[config.mk]
export PLATFORM = sky130hd
export DESIGN_NAME = bam_aux_tag_parser_top
export DESIGN_NICKNAME = d
export VERILOG_FILES = /design/src/design/bat_pkg.sv /design/src/design/bam_aux_tag_parser_top.sv
export VERILOG_INCLUDE_DIRS = /design/src /design/src/design
export SDC_FILE = /design/constraint.sdc
export NUM_CORES = 1
export LEC_CHECK = 0
export ABC_AREA = 1
export BUFFER_PORTS_ARGS = -buffer_cell sky130_fd_sc_hd__buf_2
export CAP_MARGIN = 10
export CORE_AREA = 4 4 159 161
export DETAILED_ROUTE_END_ITERATION = 7
export DIE_AREA = 0 0 163 165
export GPL_ROUTABILITY_DRIVEN = 0
export PLACE_DENSITY_LB_ADDON = 0.25
export SYNTH_ARGS = -nofsm -noshare
export SYNTH_HDL_FRONTEND = slang
export SYNTH_SLANG_ARGS = --single-unit
export TNS_END_PERCENT = 30
[constraint.sdc]
create_clock -name clk -period 11.1 [get_ports clk]
set_clock_uncertainty 0.15 [all_clocks]
set_input_delay 2.775 -clock clk [delete_from_list [all_inputs] [get_ports clk]]
set_output_delay 2.775 -clock clk [all_outputs]
set_load 0.02 [all_outputs]
[src/design/assert_macros.svh]
// ---------------------------------------------------------------------------
// assert_macros.svh
// shared assertion macros, clocked on clk, disabled during reset
// ---------------------------------------------------------------------------
`ifndef ASSERT_MACROS_SVH
`define ASSERT_MACROS_SVH

// property that must hold at every rising edge outside reset
`define ASSERT_CLK(label, prop, msg) \
	label: assert property (@(posedge clk) disable iff (!arst_n) (prop)) \
		else $error(msg);

// implication checked at every rising edge outside reset
`define ASSERT_IMPL(label, ante, cons, msg) \
	label: assert property (@(posedge clk) disable iff (!arst_n) (ante) |-> (cons)) \
		else $error(msg);

// next-cycle implication checked outside reset
`define ASSERT_NEXT(label, ante, cons, msg) \
	label: assert property (@(posedge clk) disable iff (!arst_n) (ante) |=> (cons)) \
		else $error(msg);

`endif

[src/design/bat_pkg.sv]
// ---------------------------------------------------------------------------
// bat_pkg
// type characters, result kinds and value helpers for the aux tag parser
// ---------------------------------------------------------------------------
package bat_pkg;

	// result kinds
	localparam logic [2:0] KIND_SCALAR  = 3'd0;
	localparam logic [2:0] KIND_CHAR    = 3'd1;
	localparam logic [2:0] KIND_STR_END = 3'd2;
	localparam logic [2:0] KIND_HEADER  = 3'd3;
	localparam logic [2:0] KIND_ELEM    = 3'd4;
	localparam logic [2:0] KIND_REC_END = 3'd5;

	// tag type characters
	localparam logic [7:0] TY_A   = 8'h41;
	localparam logic [7:0] TY_C_S = 8'h63; // 'c'
	localparam logic [7:0] TY_C_U = 8'h43; // 'C'
	localparam logic [7:0] TY_S_S = 8'h73; // 's'
	localparam logic [7:0] TY_S_U = 8'h53; // 'S'
	localparam logic [7:0] TY_I_S = 8'h69; // 'i'
	localparam logic [7:0] TY_I_U = 8'h49; // 'I'
	localparam logic [7:0] TY_F   = 8'h66;
	localparam logic [7:0] TY_Z   = 8'h5A;
	localparam logic [7:0] TY_H   = 8'h48;
	localparam logic [7:0] TY_B   = 8'h42;
	localparam logic [7:0] NUL    = 8'h00;

	typedef logic signed [32:0] value_t;

	// bytes taken by a scalar value, zero for anything unknown
	function automatic logic [2:0] scalar_size(input logic [7:0] t);
		case (t)
			TY_A, TY_C_S, TY_C_U: scalar_size = 3'd1;
			TY_S_S, TY_S_U:       scalar_size = 3'd2;
			TY_I_S, TY_I_U, TY_F: scalar_size = 3'd4;
			default:              scalar_size = 3'd0;
		endcase
	endfunction

	// bytes taken by one array element, zero for anything unknown
	function automatic logic [2:0] element_size(input logic [7:0] t);
		case (t)
			TY_C_S, TY_C_U:       element_size = 3'd1;
			TY_S_S, TY_S_U:       element_size = 3'd2;
			TY_I_S, TY_I_U, TY_F: element_size = 3'd4;
			default:              element_size = 3'd0;
		endcase
	endfunction

	// sign or zero extension of a gathered little-endian value
	function automatic value_t extend(input logic [31:0] raw, input logic [7:0] t,
			input logic [2:0] size);
		logic sgn;
		sgn = (t == TY_C_S) || (t == TY_S_S) || (t == TY_I_S);
		case (size)
			3'd1:    extend = {{25{sgn & raw[7]}}, raw[7:0]};
			3'd2:    extend = {{17{sgn & raw[15]}}, raw[15:0]};
			3'd4:    extend = {sgn & raw[31], raw};
			default: extend = {1'b0, raw};
		endcase
	endfunction

endpackage

[src/design/bam_aux_tag_parser_top.sv]
// ---------------------------------------------------------------------------
// bam_aux_tag_parser_top
// streaming parser for the auxiliary tag bytes of one alignment record
// ---------------------------------------------------------------------------
// Takes one tag byte per request on the input channel and gives results on
// the output channel: one per scalar, one per string character plus one at
// the string end, an array header plus one per array element, and a record
// end result on the byte flagged as the last of the record. A byte is
// parsed in the cycle it is accepted; its results (at most three) sit in an
// output register and leave one per cycle while the receiver takes them. A
// byte causing no result or one result does not hold the input, so a tag
// stream runs at one byte per cycle while the output side keeps up; a byte
// causing more results holds the input until the single result register
// has drained them one at a time. The input is still taken in the cycle the
// last pending result leaves. No clearing pass after reset.
// ---------------------------------------------------------------------------
`include "assert_macros.svh"

module bam_aux_tag_parser_top (
	input  logic                clk,
	input  logic                arst_n,
	input  logic                in_valid,
	output logic                in_ready,
	input  logic [7:0]          data_byte,
	input  logic                record_end,
	output logic                out_valid,
	input  logic                out_ready,
	output logic [2:0]          kind,
	output logic [7:0]          key_first,
	output logic [7:0]          key_second,
	output logic [7:0]          type_code,
	output logic [7:0]          element_type,
	output bat_pkg::value_t     value,
	output logic                dropped,
	output logic                run_last
);
	import bat_pkg::*;

	// parser phases
	localparam logic [2:0] PH_KEY1   = 3'd0;
	localparam logic [2:0] PH_KEY2   = 3'd1;
	localparam logic [2:0] PH_TYPE   = 3'd2;
	localparam logic [2:0] PH_SCALAR = 3'd3;
	localparam logic [2:0] PH_STRING = 3'd4;
	localparam logic [2:0] PH_ELTYPE = 3'd5;
	localparam logic [2:0] PH_COUNT  = 3'd6;
	localparam logic [2:0] PH_ELEM   = 3'd7;

	// parser state
	logic [2:0]  phase_q;
	logic [7:0]  key1_q, key2_q, type_q, elt_q;
	logic [2:0]  pos_q;
	logic [31:0] acc_q;
	logic [31:0] rem_q;

	// next state before the record end clears it
	logic [2:0]  nx_phase;
	logic [7:0]  nx_key1, nx_key2, nx_type, nx_elt;
	logic [2:0]  nx_pos;
	logic [31:0] nx_acc;
	logic [31:0] nx_rem;

	// results of the byte being accepted
	logic [1:0]  res_n;
	logic [2:0]  res_kind [0:2];
	value_t      res_val;
	logic        drop;

	// gather helpers
	logic [2:0]  pos_g;
	logic [31:0] acc_g;
	logic [2:0]  sz;
	logic [31:0] rem_dec;

	// pending result bundle
	logic [1:0]  cnt_q;
	logic [1:0]  idx_q;
	logic [2:0]  okind_q [0:2];
	value_t      oval_q;
	logic [7:0]  okey1_q, okey2_q, otype_q, oelt_q;
	logic        odrop_q;

	logic        in_acc;
	logic        out_acc;
	logic        last_res;
	logic [2:0]  cur_kind;

	// next little-endian byte lands at the current position, ignored past four
	assign pos_g   = pos_q + 3'd1;
	assign acc_g   = pos_q[2] ? acc_q
		: (acc_q | ({24'd0, data_byte} << {pos_q[1:0], 3'b000}));
	assign rem_dec = rem_q - 32'd1;

	always_comb begin
		nx_phase = phase_q;
		nx_key1  = key1_q;
		nx_key2  = key2_q;
		nx_type  = type_q;
		nx_elt   = elt_q;
		nx_pos   = pos_q;
		nx_acc   = acc_q;
		nx_rem   = rem_q;
		res_n    = 2'd0;
		res_kind[0] = KIND_REC_END;
		res_kind[1] = KIND_REC_END;
		res_kind[2] = KIND_REC_END;
		res_val  = '0;
		drop     = 1'b0;
		sz       = 3'd0;

		case (phase_q)
			PH_KEY2: begin
				nx_key2  = data_byte;
				nx_phase = PH_TYPE;
				drop     = record_end;
			end
			PH_TYPE: begin
				nx_type = data_byte;
				nx_elt  = 8'd0;
				nx_pos  = 3'd0;
				nx_acc  = 32'd0;
				if (scalar_size(data_byte) != 3'd0) begin
					nx_phase = PH_SCALAR;
					drop     = record_end;
				end else if (data_byte == TY_Z || data_byte == TY_H) begin
					nx_phase = PH_STRING;
					// empty string cut by the record end
					if (record_end) begin
						res_kind[0] = KIND_STR_END;
						res_n       = 2'd1;
					end
				end else if (data_byte == TY_B) begin
					nx_phase = PH_ELTYPE;
					drop     = record_end;
				end else begin
					// unknown type: no result, back to the next key
					nx_phase = PH_KEY1;
				end
			end
			PH_SCALAR: begin
				sz     = scalar_size(type_q);
				nx_pos = pos_g;
				nx_acc = acc_g;
				if (pos_g >= sz) begin
					res_kind[0] = KIND_SCALAR;
					res_val     = extend(acc_g, type_q, sz);
					res_n       = 2'd1;
					nx_phase    = PH_KEY1;
				end else begin
					drop = record_end;
				end
			end
			PH_STRING: begin
				if (data_byte == NUL) begin
					res_kind[0] = KIND_STR_END;
					res_n       = 2'd1;
					nx_phase    = PH_KEY1;
				end else begin
					res_kind[0] = KIND_CHAR;
					res_val     = {25'd0, data_byte};
					res_n       = 2'd1;
					// string closed by the record end
					if (record_end) begin
						res_kind[1] = KIND_STR_END;
						res_n       = 2'd2;
					end
				end
			end
			PH_ELTYPE: begin
				nx_elt   = data_byte;
				nx_pos   = 3'd0;
				nx_acc   = 32'd0;
				nx_phase = PH_COUNT;
				drop     = record_end;
			end
			PH_COUNT: begin
				nx_pos = pos_g;
				nx_acc = acc_g;
				if (pos_g >= 3'd4) begin
					nx_rem      = acc_g;
					res_kind[0] = KIND_HEADER;
					res_val     = {1'b0, acc_g};
					res_n       = 2'd1;
					nx_pos      = 3'd0;
					nx_acc      = 32'd0;
					if (element_size(elt_q) == 3'd0 || acc_g == 32'd0) begin
						nx_phase = PH_KEY1;
					end else begin
						nx_phase = PH_ELEM;
						drop     = record_end;
					end
				end else begin
					drop = record_end;
				end
			end
			PH_ELEM: begin
				sz     = element_size(elt_q);
				nx_pos = pos_g;
				nx_acc = acc_g;
				if (pos_g >= sz) begin
					res_kind[0] = KIND_ELEM;
					res_val     = extend(acc_g, elt_q, sz);
					res_n       = 2'd1;
					nx_pos      = 3'd0;
					nx_acc      = 32'd0;
					nx_rem      = rem_dec;
					if (rem_dec == 32'd0 || sz == 3'd0) begin
						nx_phase = PH_KEY1;
					end else begin
						drop = record_end;
					end
				end else begin
					drop = record_end;
				end
			end
			default: begin
				nx_key1  = data_byte;
				nx_phase = PH_KEY2;
				drop     = record_end;
			end
		endcase

		// record end result always closes the run
		if (record_end) begin
			res_kind[res_n] = KIND_REC_END;
			res_n           = res_n + 2'd1;
		end
	end

	// handshakes
	assign out_valid = (cnt_q != 2'd0);
	assign last_res  = (idx_q == cnt_q - 2'd1);
	assign out_acc   = out_valid && out_ready;
	assign in_ready  = !out_valid || (out_ready && last_res);
	assign in_acc    = in_valid && in_ready;

	// parser state, back to its reset values after each record end
	always_ff @(posedge clk or negedge arst_n) begin
		if (!arst_n) begin
			phase_q <= PH_KEY1;
			key1_q  <= 8'd0;
			key2_q  <= 8'd0;
			type_q  <= 8'd0;
			elt_q   <= 8'd0;
			pos_q   <= 3'd0;
			acc_q   <= 32'd0;
			rem_q   <= 32'd0;
		end else if (in_acc) begin
			if (record_end) begin
				phase_q <= PH_KEY1;
				key1_q  <= 8'd0;
				key2_q  <= 8'd0;
				type_q  <= 8'd0;
				elt_q   <= 8'd0;
				pos_q   <= 3'd0;
				acc_q   <= 32'd0;
				rem_q   <= 32'd0;
			end else begin
				phase_q <= nx_phase;
				key1_q  <= nx_key1;
				key2_q  <= nx_key2;
				type_q  <= nx_type;
				elt_q   <= nx_elt;
				pos_q   <= nx_pos;
				acc_q   <= nx_acc;
				rem_q   <= nx_rem;
			end
		end
	end

	// bundle control: fill on a producing byte, step through on each take
	always_ff @(posedge clk or negedge arst_n) begin
		if (!arst_n) begin
			cnt_q <= 2'd0;
			idx_q <= 2'd0;
		end else if (in_acc && res_n != 2'd0) begin
			cnt_q <= res_n;
			idx_q <= 2'd0;
		end else if (out_acc) begin
			if (last_res) begin
				cnt_q <= 2'd0;
				idx_q <= 2'd0;
			end else begin
				idx_q <= idx_q + 2'd1;
			end
		end
	end

	// bundle payload, keys as they stand after this byte
	always_ff @(posedge clk) begin
		if (in_acc && res_n != 2'd0) begin
			okind_q[0] <= res_kind[0];
			okind_q[1] <= res_kind[1];
			okind_q[2] <= res_kind[2];
			oval_q     <= res_val;
			okey1_q    <= nx_key1;
			okey2_q    <= nx_key2;
			otype_q    <= nx_type;
			oelt_q     <= nx_elt;
			odrop_q    <= drop;
		end
	end

	// only the first result of a run carries a value
	assign cur_kind     = okind_q[idx_q];
	assign kind         = cur_kind;
	assign key_first    = (cur_kind == KIND_REC_END) ? 8'd0 : okey1_q;
	assign key_second   = (cur_kind == KIND_REC_END) ? 8'd0 : okey2_q;
	assign type_code    = (cur_kind == KIND_REC_END) ? 8'd0 : otype_q;
	assign element_type = (cur_kind == KIND_HEADER || cur_kind == KIND_ELEM) ? oelt_q : 8'd0;
	assign value        = (idx_q == 2'd0) ? oval_q : '0;
	assign dropped      = (cur_kind == KIND_REC_END) ? odrop_q : 1'b0;
	assign run_last     = last_res;

	// checks
	`ASSERT_IMPL(a_idx_in_run, out_valid, idx_q < cnt_q, "result index beyond its run")
	`ASSERT_IMPL(a_drop_on_end, out_valid && dropped, kind == KIND_REC_END,
		"dropped flag on a result other than record end")
	`ASSERT_NEXT(a_end_resets, in_acc && record_end,
		phase_q == PH_KEY1 && pos_q == 3'd0 && rem_q == 32'd0,
		"parser state not cleared after record end")
	`ASSERT_CLK(a_no_stall, !in_ready |-> out_valid, "input stalled with no result pending")

endmodule

-- Yosys cells after proc, flatten, opt, wreduce, memory -nomap -nowiden
Memories as Yosys holds them, arrays and structs flattened.
Cells that the tools add are included.
- register bits: 172
- RAM bits: 9
- bits of input ports: 13
- output and inout port bits: 72
- logic and storage cells: 223
- memories kept: 1
- add/subtract/negate cells: 5
- $lt $le $gt $ge: 5
- eq/ne operators: 48
- shift operators: 1
- multiplexer cells: 93
- bitwise logic cells: 11
- reductions and logical operators: 43
- memories (name ; depth ; bits a word ; rd ports ; clocked after Yosys merged registers in ; wr ports ; line ; source):
    okind_q ; 3 ; 3 ; 1 ; 0 ; 3 ; bam_aux_tag_parser_top.sv:78 ; logic [2:0] okind_q [0:2];
- operators with widths (cell ; count):
    32-bit two-way mux ; 8
    8-bit by 7-bit == test with 1-bit output (second input constant) ; 26
    33-bit one-hot mux with 3 select lines ; 2
    33-bit one-hot mux with 4 select lines ; 1
    32-bit one-hot mux with 4 select lines ; 1
    33-bit two-way mux ; 3
    8-bit two-way mux ; 12
    3-bit two-way mux ; 26
    32-bit zero test ; 2
    32-bit one-hot mux with 2 select lines ; 1
    32-bit OR ; 1
    8-bit by 5-bit << shifter with 32-bit output ; 1
    32-bit by 1-bit subtractor with 32-bit output (second input constant) ; 1
    3-bit one-hot mux with 3 select lines ; 3
    3-bit == test (second input constant) ; 8
    3-bit one-hot mux with 7 select lines ; 1
    2-bit two-way mux ; 10
    1-bit two-way mux ; 18
    8-bit one-hot mux with 2 select lines ; 1
    3-bit by 2-bit == test with 1-bit output (second input constant) ; 5
    3-bit inequality test (second input constant) ; 5
    3-bit one-hot mux with 5 select lines ; 1
    3-bit OR reduction ; 5
    3-bit one-hot mux with 4 select lines ; 1
    31 further kinds ; 63

-- Longest topological paths before layout
Gate-level depths: netlist (run 1).
- word-level depth: 15
- depth in mapped cells: 20
- mapped depth without buffers: 20

-- Worst setup path before layout (run 1)
OpenSTA, ideal clock, no wires.
- path kind: input to register
- from: input data_byte[4]
- to: register odrop_q, enable pin
- library setup time: 431 ps
- data arrival time: 5757 ps
- data required time: 10519 ps
- path slack: 4762 ps
- stages on the path: 14
- path buffers: 1
- path through: clkbuf_1 -> nor2_1 -> nand2_1 -> o21ai_0 -> nand3_1 -> nor2_1 -> nand2_1 -> nand2_1 -> inv_1 -> nand3_1 -> inv_1 -> ha_1 -> nand3_1 -> nand2_1
- word-level cells in the longest chain between the ends: 11
- elaborated cells on any way between the ends: 26
- those cells by class: add/sub: 1; eq/ne: 10; mux: 7; reduce/logical: 8
- ends and longest elaborated chain (what ; line ; source):
    start: declaration ; bam_aux_tag_parser_top.sv:24 ; input logic [7:0] data_byte,
    8-bit by 7-bit == test with 1-bit output ; bat_pkg.sv:33 ; case (t)
    3-bit OR reduction / 2-bit OR reduction (equally long branches) ; bat_pkg.sv:33 ;
    3-bit one-hot mux with 3 select lines ; bat_pkg.sv:33 ;
    3-bit two-way mux ; bam_aux_tag_parser_top.sv:111 ; case (phase_q)
    3-bit nonzero test ; bam_aux_tag_parser_top.sv:122 ; if (scalar_size(data_byte) != 3'd0) begin
    1-bit two-way mux ; bam_aux_tag_parser_top.sv:122 ;
    2-bit one-hot mux with 5 select lines (*) ; bam_aux_tag_parser_top.sv:111 ;
    2-bit by 1-bit adder with 2-bit output ; bam_aux_tag_parser_top.sv:226 ; res_n = res_n + 2'd1;
    2-bit two-way mux (*) ; bam_aux_tag_parser_top.sv:224 ; if (record_end) begin
    2-bit nonzero test (*) ; bam_aux_tag_parser_top.sv:291 ; if (in_acc && res_n != 2'd0) begin
    1-bit logical AND (*) ; bam_aux_tag_parser_top.sv:291 ;
    end signal: assignment ; bam_aux_tag_parser_top.sv:300 ; odrop_q <= drop;
    end: declaration ; bam_aux_tag_parser_top.sv:81 ; logic odrop_q;
Every way passes the cells marked *; elsewhere a longest branch is shown, timed or not. The select of a mux whose other input is x is not followed.
A chain may end at the register's enable or synchronous reset.

-- Worst setup path after layout (run 1)
- from: input record_end
- to: register oelt_q[7], enable pin
- word-level cells in the longest chain between the ends: 8
- elaborated cells on any way between the ends: 10
- those cells by class: add/sub: 1; mux: 7; reduce/logical: 2
- ends and longest elaborated chain (what ; line ; source):
    start: declaration ; bam_aux_tag_parser_top.sv:25 ; input logic record_end,
    1-bit two-way mux ; bam_aux_tag_parser_top.sv:128 ; if (record_end) begin
    1-bit two-way mux ; bam_aux_tag_parser_top.sv:125 ; end else if (data_byte == TY_Z || data_byte == TY_H) begin
    1-bit two-way mux ; bam_aux_tag_parser_top.sv:122 ;
    2-bit one-hot mux with 5 select lines ; bam_aux_tag_parser_top.sv:111 ;
    2-bit by 1-bit adder with 2-bit output ; bam_aux_tag_parser_top.sv:226 ;
    2-bit two-way mux (*) ; bam_aux_tag_parser_top.sv:224 ;
    2-bit nonzero test (*) ; bam_aux_tag_parser_top.sv:291 ;
    1-bit logical AND (*) ; bam_aux_tag_parser_top.sv:291 ;
    end signal: assignment ; bam_aux_tag_parser_top.sv:299 ; oelt_q <= nx_elt;
    end: declaration ; bam_aux_tag_parser_top.sv:80 ; logic [7:0] okey1_q, okey2_q, otype_q, oelt_q;
Every way passes the cells marked *; elsewhere a longest branch is shown, timed or not.

==> reports/metrics.csv, run 1 <==
metric,value,unit
outcome,finished with violations,
failing checks,design-rule violations,
post-route insts no fill,1820,
# H-tree levels,4,
RSZ-0062 raised after global routing,no,
Die Wd,163,um
final setup fails,0,
initial antenna violation count,0,
WP depth,12,
GR Util met3,4.22,%
LEAKAGE,0.00548,uW
PortBufs,84,
final slew viol count,0,
DRT iter0 DRCs,1071,
share of the synthesized area in the top cell type,25.2,%
CTS tree,done,
Crit path largest cell delay,0.97,ns
initial core utilization,44.0,%
ANT nets after route,0,
vias in the first global route,9396,
worst hold stages,2,
Placed Instances,1786,
slowest CP cell,clkinv_1,
Nets,1507,
Syn Inst Count,1425,
first-pass GRT wire length,49900,um
cts bufs inserted,17,
slew at the pin closest to its max-slew limit,1.18,ns
footprint of the multi-input gates,4660,um2
gr ovfl total,0,
Top Family by Delay on Critical Path,buffers and inverters,
Skew-Pair Late Insertion Delay,0.44,ns
core area,24000,um2
layout cells sized above 1,9.63,%
Vias,9970,
met2 usage,36.3,%
global-route track usage on met1,33.5,%
post-DR vias/cell,5.48,
Sinks on Clock Net,177,
YS warnings,0,
P per Cell Area,257,nW/um2
synthesized area,10500,um2
Synth top cells by count,"353 x nand2_1, 227 x inv_1, 140 x o21ai_0",
crit path max fanout,38,
num rows,57,
"Req. time, crit path",11.02,ns
Synth async-reset ratio,59.9,%
WS Path Type,in2reg,
1st-pass router iterations,8,
hold_buf cts,0,
crit path DAT,6.66,ns
synthesized net count,1450,
die area,26900,um2
f_max,148,MHz
Worst slew margin,20.9,%
Critical Path End Type,register,
Syn Area/Cell,7.40,um2
total track usage,23.4,%
Die H,165,um
Tmin final,6.74,ns
PostCTS Resize Cnt,0,
Post-synth EDFFs,71,
Main synth FF type,dfrtp_1,
period utilisation layout,60.7,%
largest net degree at the start of global routing,69,
I/O pin count,85,
Yosys top cell by area,dfrtp_1,
"top cells by area, synth","dfrtp_1 25%, edfxtp_1 20%, nand2_1 13%",
r2r worst-path depth,18,
VDD IR max,0.0000991,V
synth unique cells,42,
crit-path cells,"buf_2, clkinv_1, nor2_1, nand2_1, nand2_1, inv_1, nand3_1, inv_1, ha_1, nand3_1, nand2_2, buf_4",
Post-DP HPWL,22400,um
Yosys reg bits,177,
# DRC,1,
HP Class,reg2reg,
Post-CTS Setup Repair Bufs,0,
drt wl/cell,16.9,um
area occupied by registers,4780,um2
most instantiated library cell after synthesis,nand2_1,
Bufs and invs on worst path,5,
Startpoint Class,input pin,
final hold slack,0.330,ns
clk slew on worst S/H paths,0.07,ns
Max Cap Viol,0,
Area Growth Syn to Fin,11.7,%
busiest grt layer,met2,
sequential share of the synthesized area,45.4,%
final WL,30800,um
Fin. Hold Viols,0,
Clock Path Buffers,2,
clk root buf,clkbuf_16,
Final TNS setup,0,ns
Filler cells,2411,
-- layer usage --
metal	share of wire, %	wire length [um]
met5	0	0
met4	2.3	706
met2	45	13800
met3	7.4	2280
met1	45	14000
-- final timing paths --
check / startpoint / end / slack (ns)
max in group asynchronous: arst_n / acc_q[14]$_DFFE_PN0P_ / 7.29
min in group asynchronous: arst_n / key1_q[1]$_DFFE_PN0P_ / 2.18
min: key1_q[3]$_DFFE_PN0P_ / key1_q[3]$_DFFE_PN0P_ / 0.33
max reg2reg: type_q[7]$_DFFE_PN0P_ / oelt_q[7]$_DFFE_PP_ / 5.55
min reg2reg: key1_q[3]$_DFFE_PN0P_ / key1_q[3]$_DFFE_PN0P_ / 0.33
max: record_end / oelt_q[7]$_DFFE_PP_ / 4.36
-- layout by cell type, fill, tap and decap left out, types with 5 or more instances in the layout --
cell type	Yosys	final
a21oi_1	78	78
buf_2	7	83
buf_4	1	6
clkbuf_16	0	17
clkinv_4	0	5
dfrtp_1	106	106
edfxtp_1	71	71
ha_1	12	12
inv_1	227	227
nand2_1	353	352
nand2_2	4	5
nand3_1	70	70
nand4_1	24	24
nor2_1	138	138
nor2_2	5	5
nor3_1	10	10
o211ai_1	26	26
o21ai_0	140	140
o21bai_1	26	26
o22ai_1	41	41
o31ai_1	8	8
-- worst min-delay path, stage by stage, from the launching register on --
cell and delay, ns:
dfrtp_1 0.34, nand2_1 0.05, o31ai_1 0.06
-- logic make-up (layout without fill, tap and decap cells) --
| family | Yosys count | count (layout) | share of synthesized area, % |
|---|---|---|---|
| DFF | 177 | 177 | 45.4 |
| other | 0 | 1 | 0 |
| AOI/OAI and AO/OA | 331 | 331 | 18.1 |
| adders and majority gates | 12 | 12 | 1.42 |
| and+or+nand+nor | 614 | 614 | 24.1 |
| buffers and inverters | 285 | 355 | 10.5 |
| xor gates and xnor gates | 6 | 6 | 0.498 |
-- registers in the layout (all words and copies together), names as in the netlist --
| register | flops |
|---|---|
| phase_q | 3 |
| okey2_q | 8 |
| rem_q | 32 |
| elt_q | 8 |
| key2_q | 8 |
| pos_q | 3 |
| cnt_q | 2 |
| oelt_q | 8 |
| okind_q | 5 |
| acc_q | 32 |
| oval_q | 33 |
| idx_q | 2 |
| key1_q | 8 |
| otype_q | 8 |
| okey1_q | 8 |
| odrop_q | 1 |
| type_q | 8 |
-- power breakdown --
part	leakage, uW	switching (uW)	internal [uW]	total [uW]
clock network	0.000283	289	298	587
logic	0.00310	1070	403	1470
registers	0.00210	103	866	970
-- stage by stage --
step	power [uW]	setup WS (ns)	utilization [%]	instance area (um2)
floorplan	2000	4.76	-	10500
global placement	2410	4.03	46.7	11200
detailed placement	2440	3.97	46.7	11200
CTS	3030	4.41	49.0	11800
global route	3270	3.97	49.2	11800
finish	3030	4.36	49.2	11800
-- area by class of cell --
type                       count  share of cell area (%)
clock inverter                15                    1.20
clock buffer                  17                    3.61
timing repair buffer          90                    4.14
tap                          324                    3.44
antenna                        1                  0.0212
multi-input combinational    963                    39.5
sequential                   177                    40.6
inverter                     233                    7.44
(Power assumes the default switching activity.)
==> run 2: changes to the inputs <==
Clock period 11.1 ns to 6.2 ns, I/O delays scaled along.
==> run 2 against run 1 <==
Against the previous run: the flow now finishes without violations; via count down 1.0%; non-clock buffer count increased by 2; die area unchanged; wire length is 2.3% higher; register-to-register slack lost 4.3 ns; sequential share of layout area decreased by 0.27 points; sequential cell count unchanged; setup slack lost 3.1 ns; critical path depth rose by 6.
==> reports/metrics.csv, run 2 (synthesis results as in run 1) <==
metric,value,unit
initial core utilization,44.0,%
Clock Path Buffers,2,
# DRC,0,
Post-DP HPWL,23300,um
Die Wd,163,um
Filler cells,2385,
core area,24000,um2
Vias,9869,
Max Cap Viol,0,
final WL,31500,um
outcome,"complete, no violations",
f_max,202,MHz
largest net degree at the start of global routing,55,
crit path DAT,4.94,ns
footprint of the multi-input gates,4660,um2
first-pass GRT wire length,49700,um
I/O pin count,85,
final slew viol count,0,
Die H,165,um
total track usage,23.6,%
VDD IR max,0.000185,V
CTS tree,done,
area occupied by registers,4780,um2
"commonest non-fill, non-tap cells in the layout","352 x nand2_1, 227 x inv_1, 140 x o21ai_0",
1st-pass router iterations,5,
cts bufs inserted,17,
Skew-Pair Late Insertion Delay,0.45,ns
RSZ-0062 raised after global routing,no,
post-layout util,49.5,%
Area Growth Syn to Fin,12.5,%
drt wl/cell,17.3,um
ANT cells,0,
WS Path Type,reg2reg,
PortBufs,84,
# H-tree levels,4,
die area,26900,um2
Top reg by flops,oval_q,
gr ovfl total,0,
Sinks on Clock Net,177,
final hold slack,0.333,ns
HP Class,reg2reg,
post-DR vias/cell,5.42,
max FFs per register,33,
Nets,1509,
R2R setup slack,1.24,ns
Tmin final,4.96,ns
slew at the pin closest to its max-slew limit,1.02,ns
period utilisation layout,80.0,%
final setup fails,0,
"commonest non-fill, non-tap cell in the layout",nand2_1,
Final TNS setup,0,ns
num rows,57,
Worst slew margin,31.6,%
layout cells sized above 1,9.75,%
clk slew on worst S/H paths,0.08,ns
"Req. time, crit path",6.18,ns
Critical Path End Type,register,
crit path max fanout,38,
DRT iter0 DRCs,995,
Post-CTS Setup Repair Bufs,0,
Startpoint Class,register,
P per Cell Area,468,nW/um2
vias in the first global route,9222,
initial antenna violation count,0,
ANT nets after route,0,
LEAKAGE,0.00551,uW
PostCTS Resize Cnt,0,
hold_buf cts,0,
clk root buf,clkbuf_16,
Fin. Hold Viols,0,
Top Registers,"oval_q (33), acc_q (32), rem_q (32)",
## run 2: cell count changes in the layout (fill, tap and decap cells not counted)
cell | before | now
clkinv_8 | 1 | 5
clkinv_4 | 5 | 2
clkinv_2 | 2 | 0
inv_6 | 3 | 5
inv_8 | 4 | 2
buf_12 | 0 | 1
buf_4 | 6 | 7
bufinv_16 | 0 | 1
diode_2 | 1 | 0
## run 2: cell type report
| cell class | instances | share of cell area [%] |
|---|---|---|
| inverters | 233 | 7.40 |
| clock buffers | 17 | 3.59 |
| well taps | 324 | 3.42 |
| repair buffers | 92 | 4.35 |
| clock inverters | 15 | 1.65 |
| multi-input cells | 963 | 39.3 |
| flip-flops and latches | 177 | 40.3 |
## run 2: metrics by stage
step                power [uW]  cell area [um2]  setup WS (ns)  std cells
CTS                       5520            11800           1.27       1820
floorplan                 3570            10500           1.09       1425
global route              5960            11900          0.718       1821
finish                    5550            11900           1.24       1821
detailed placement        4390            11200           1.29       1788
global placement          4350            11200           1.40       1788
## run 2: final timing paths
| check | from | endpoint | cells past startpoint |
|---|---|---|---|
| setup / recovery | type_q[7]$_DFFE_PN0P_ | otype_q[1]$_DFFE_PP_ | 18 |
| hold / removal | key1_q[1]$_DFFE_PN0P_ | key1_q[1]$_DFFE_PN0P_ | 2 |
| hold reg to reg | key1_q[1]$_DFFE_PN0P_ | key1_q[1]$_DFFE_PN0P_ | 2 |
| min in group asynchronous | arst_n | key1_q[3]$_DFFE_PN0P_ | 1 |
| max in group asynchronous | arst_n | acc_q[11]$_DFFE_PN0P_ | 2 |
| setup reg to reg | type_q[7]$_DFFE_PN0P_ | otype_q[1]$_DFFE_PP_ | 18 |
## run 2: per-layer routing
metal  GRT usage, %  vias up  routed length (um)
met5              0        -                   0
met4           7.43        0                 790
met3           4.44       58                2590
met2           36.2      432               13900
met1           34.0     4581               14200
li1               -     4798                   -
## run 2: worst max-delay path, cell delays in order, from the launching register on
cell and delay (ns):
dfrtp_1 0.40, nor2_1 0.27, nand2_1 0.15, nor2_1 0.11, inv_1 0.06, o21ai_0 0.17, nand3_1 0.15, ha_1 0.35
nand2_1 0.06, o211ai_1 0.26, nand2_1 0.11, inv_1 0.47, a21oi_1 0.13, nand3_1 0.16, inv_1 0.06, ha_1 0.28
nand3_1 0.25, nand2_2 0.73, buf_12 0.30
## run 2: power by group
group          total [uW]  switching, uW  internal [uW]
sequential           1740            192           1550
combinational        2680           1940            745
clock                1120            538            584
total                5550           2670           2880
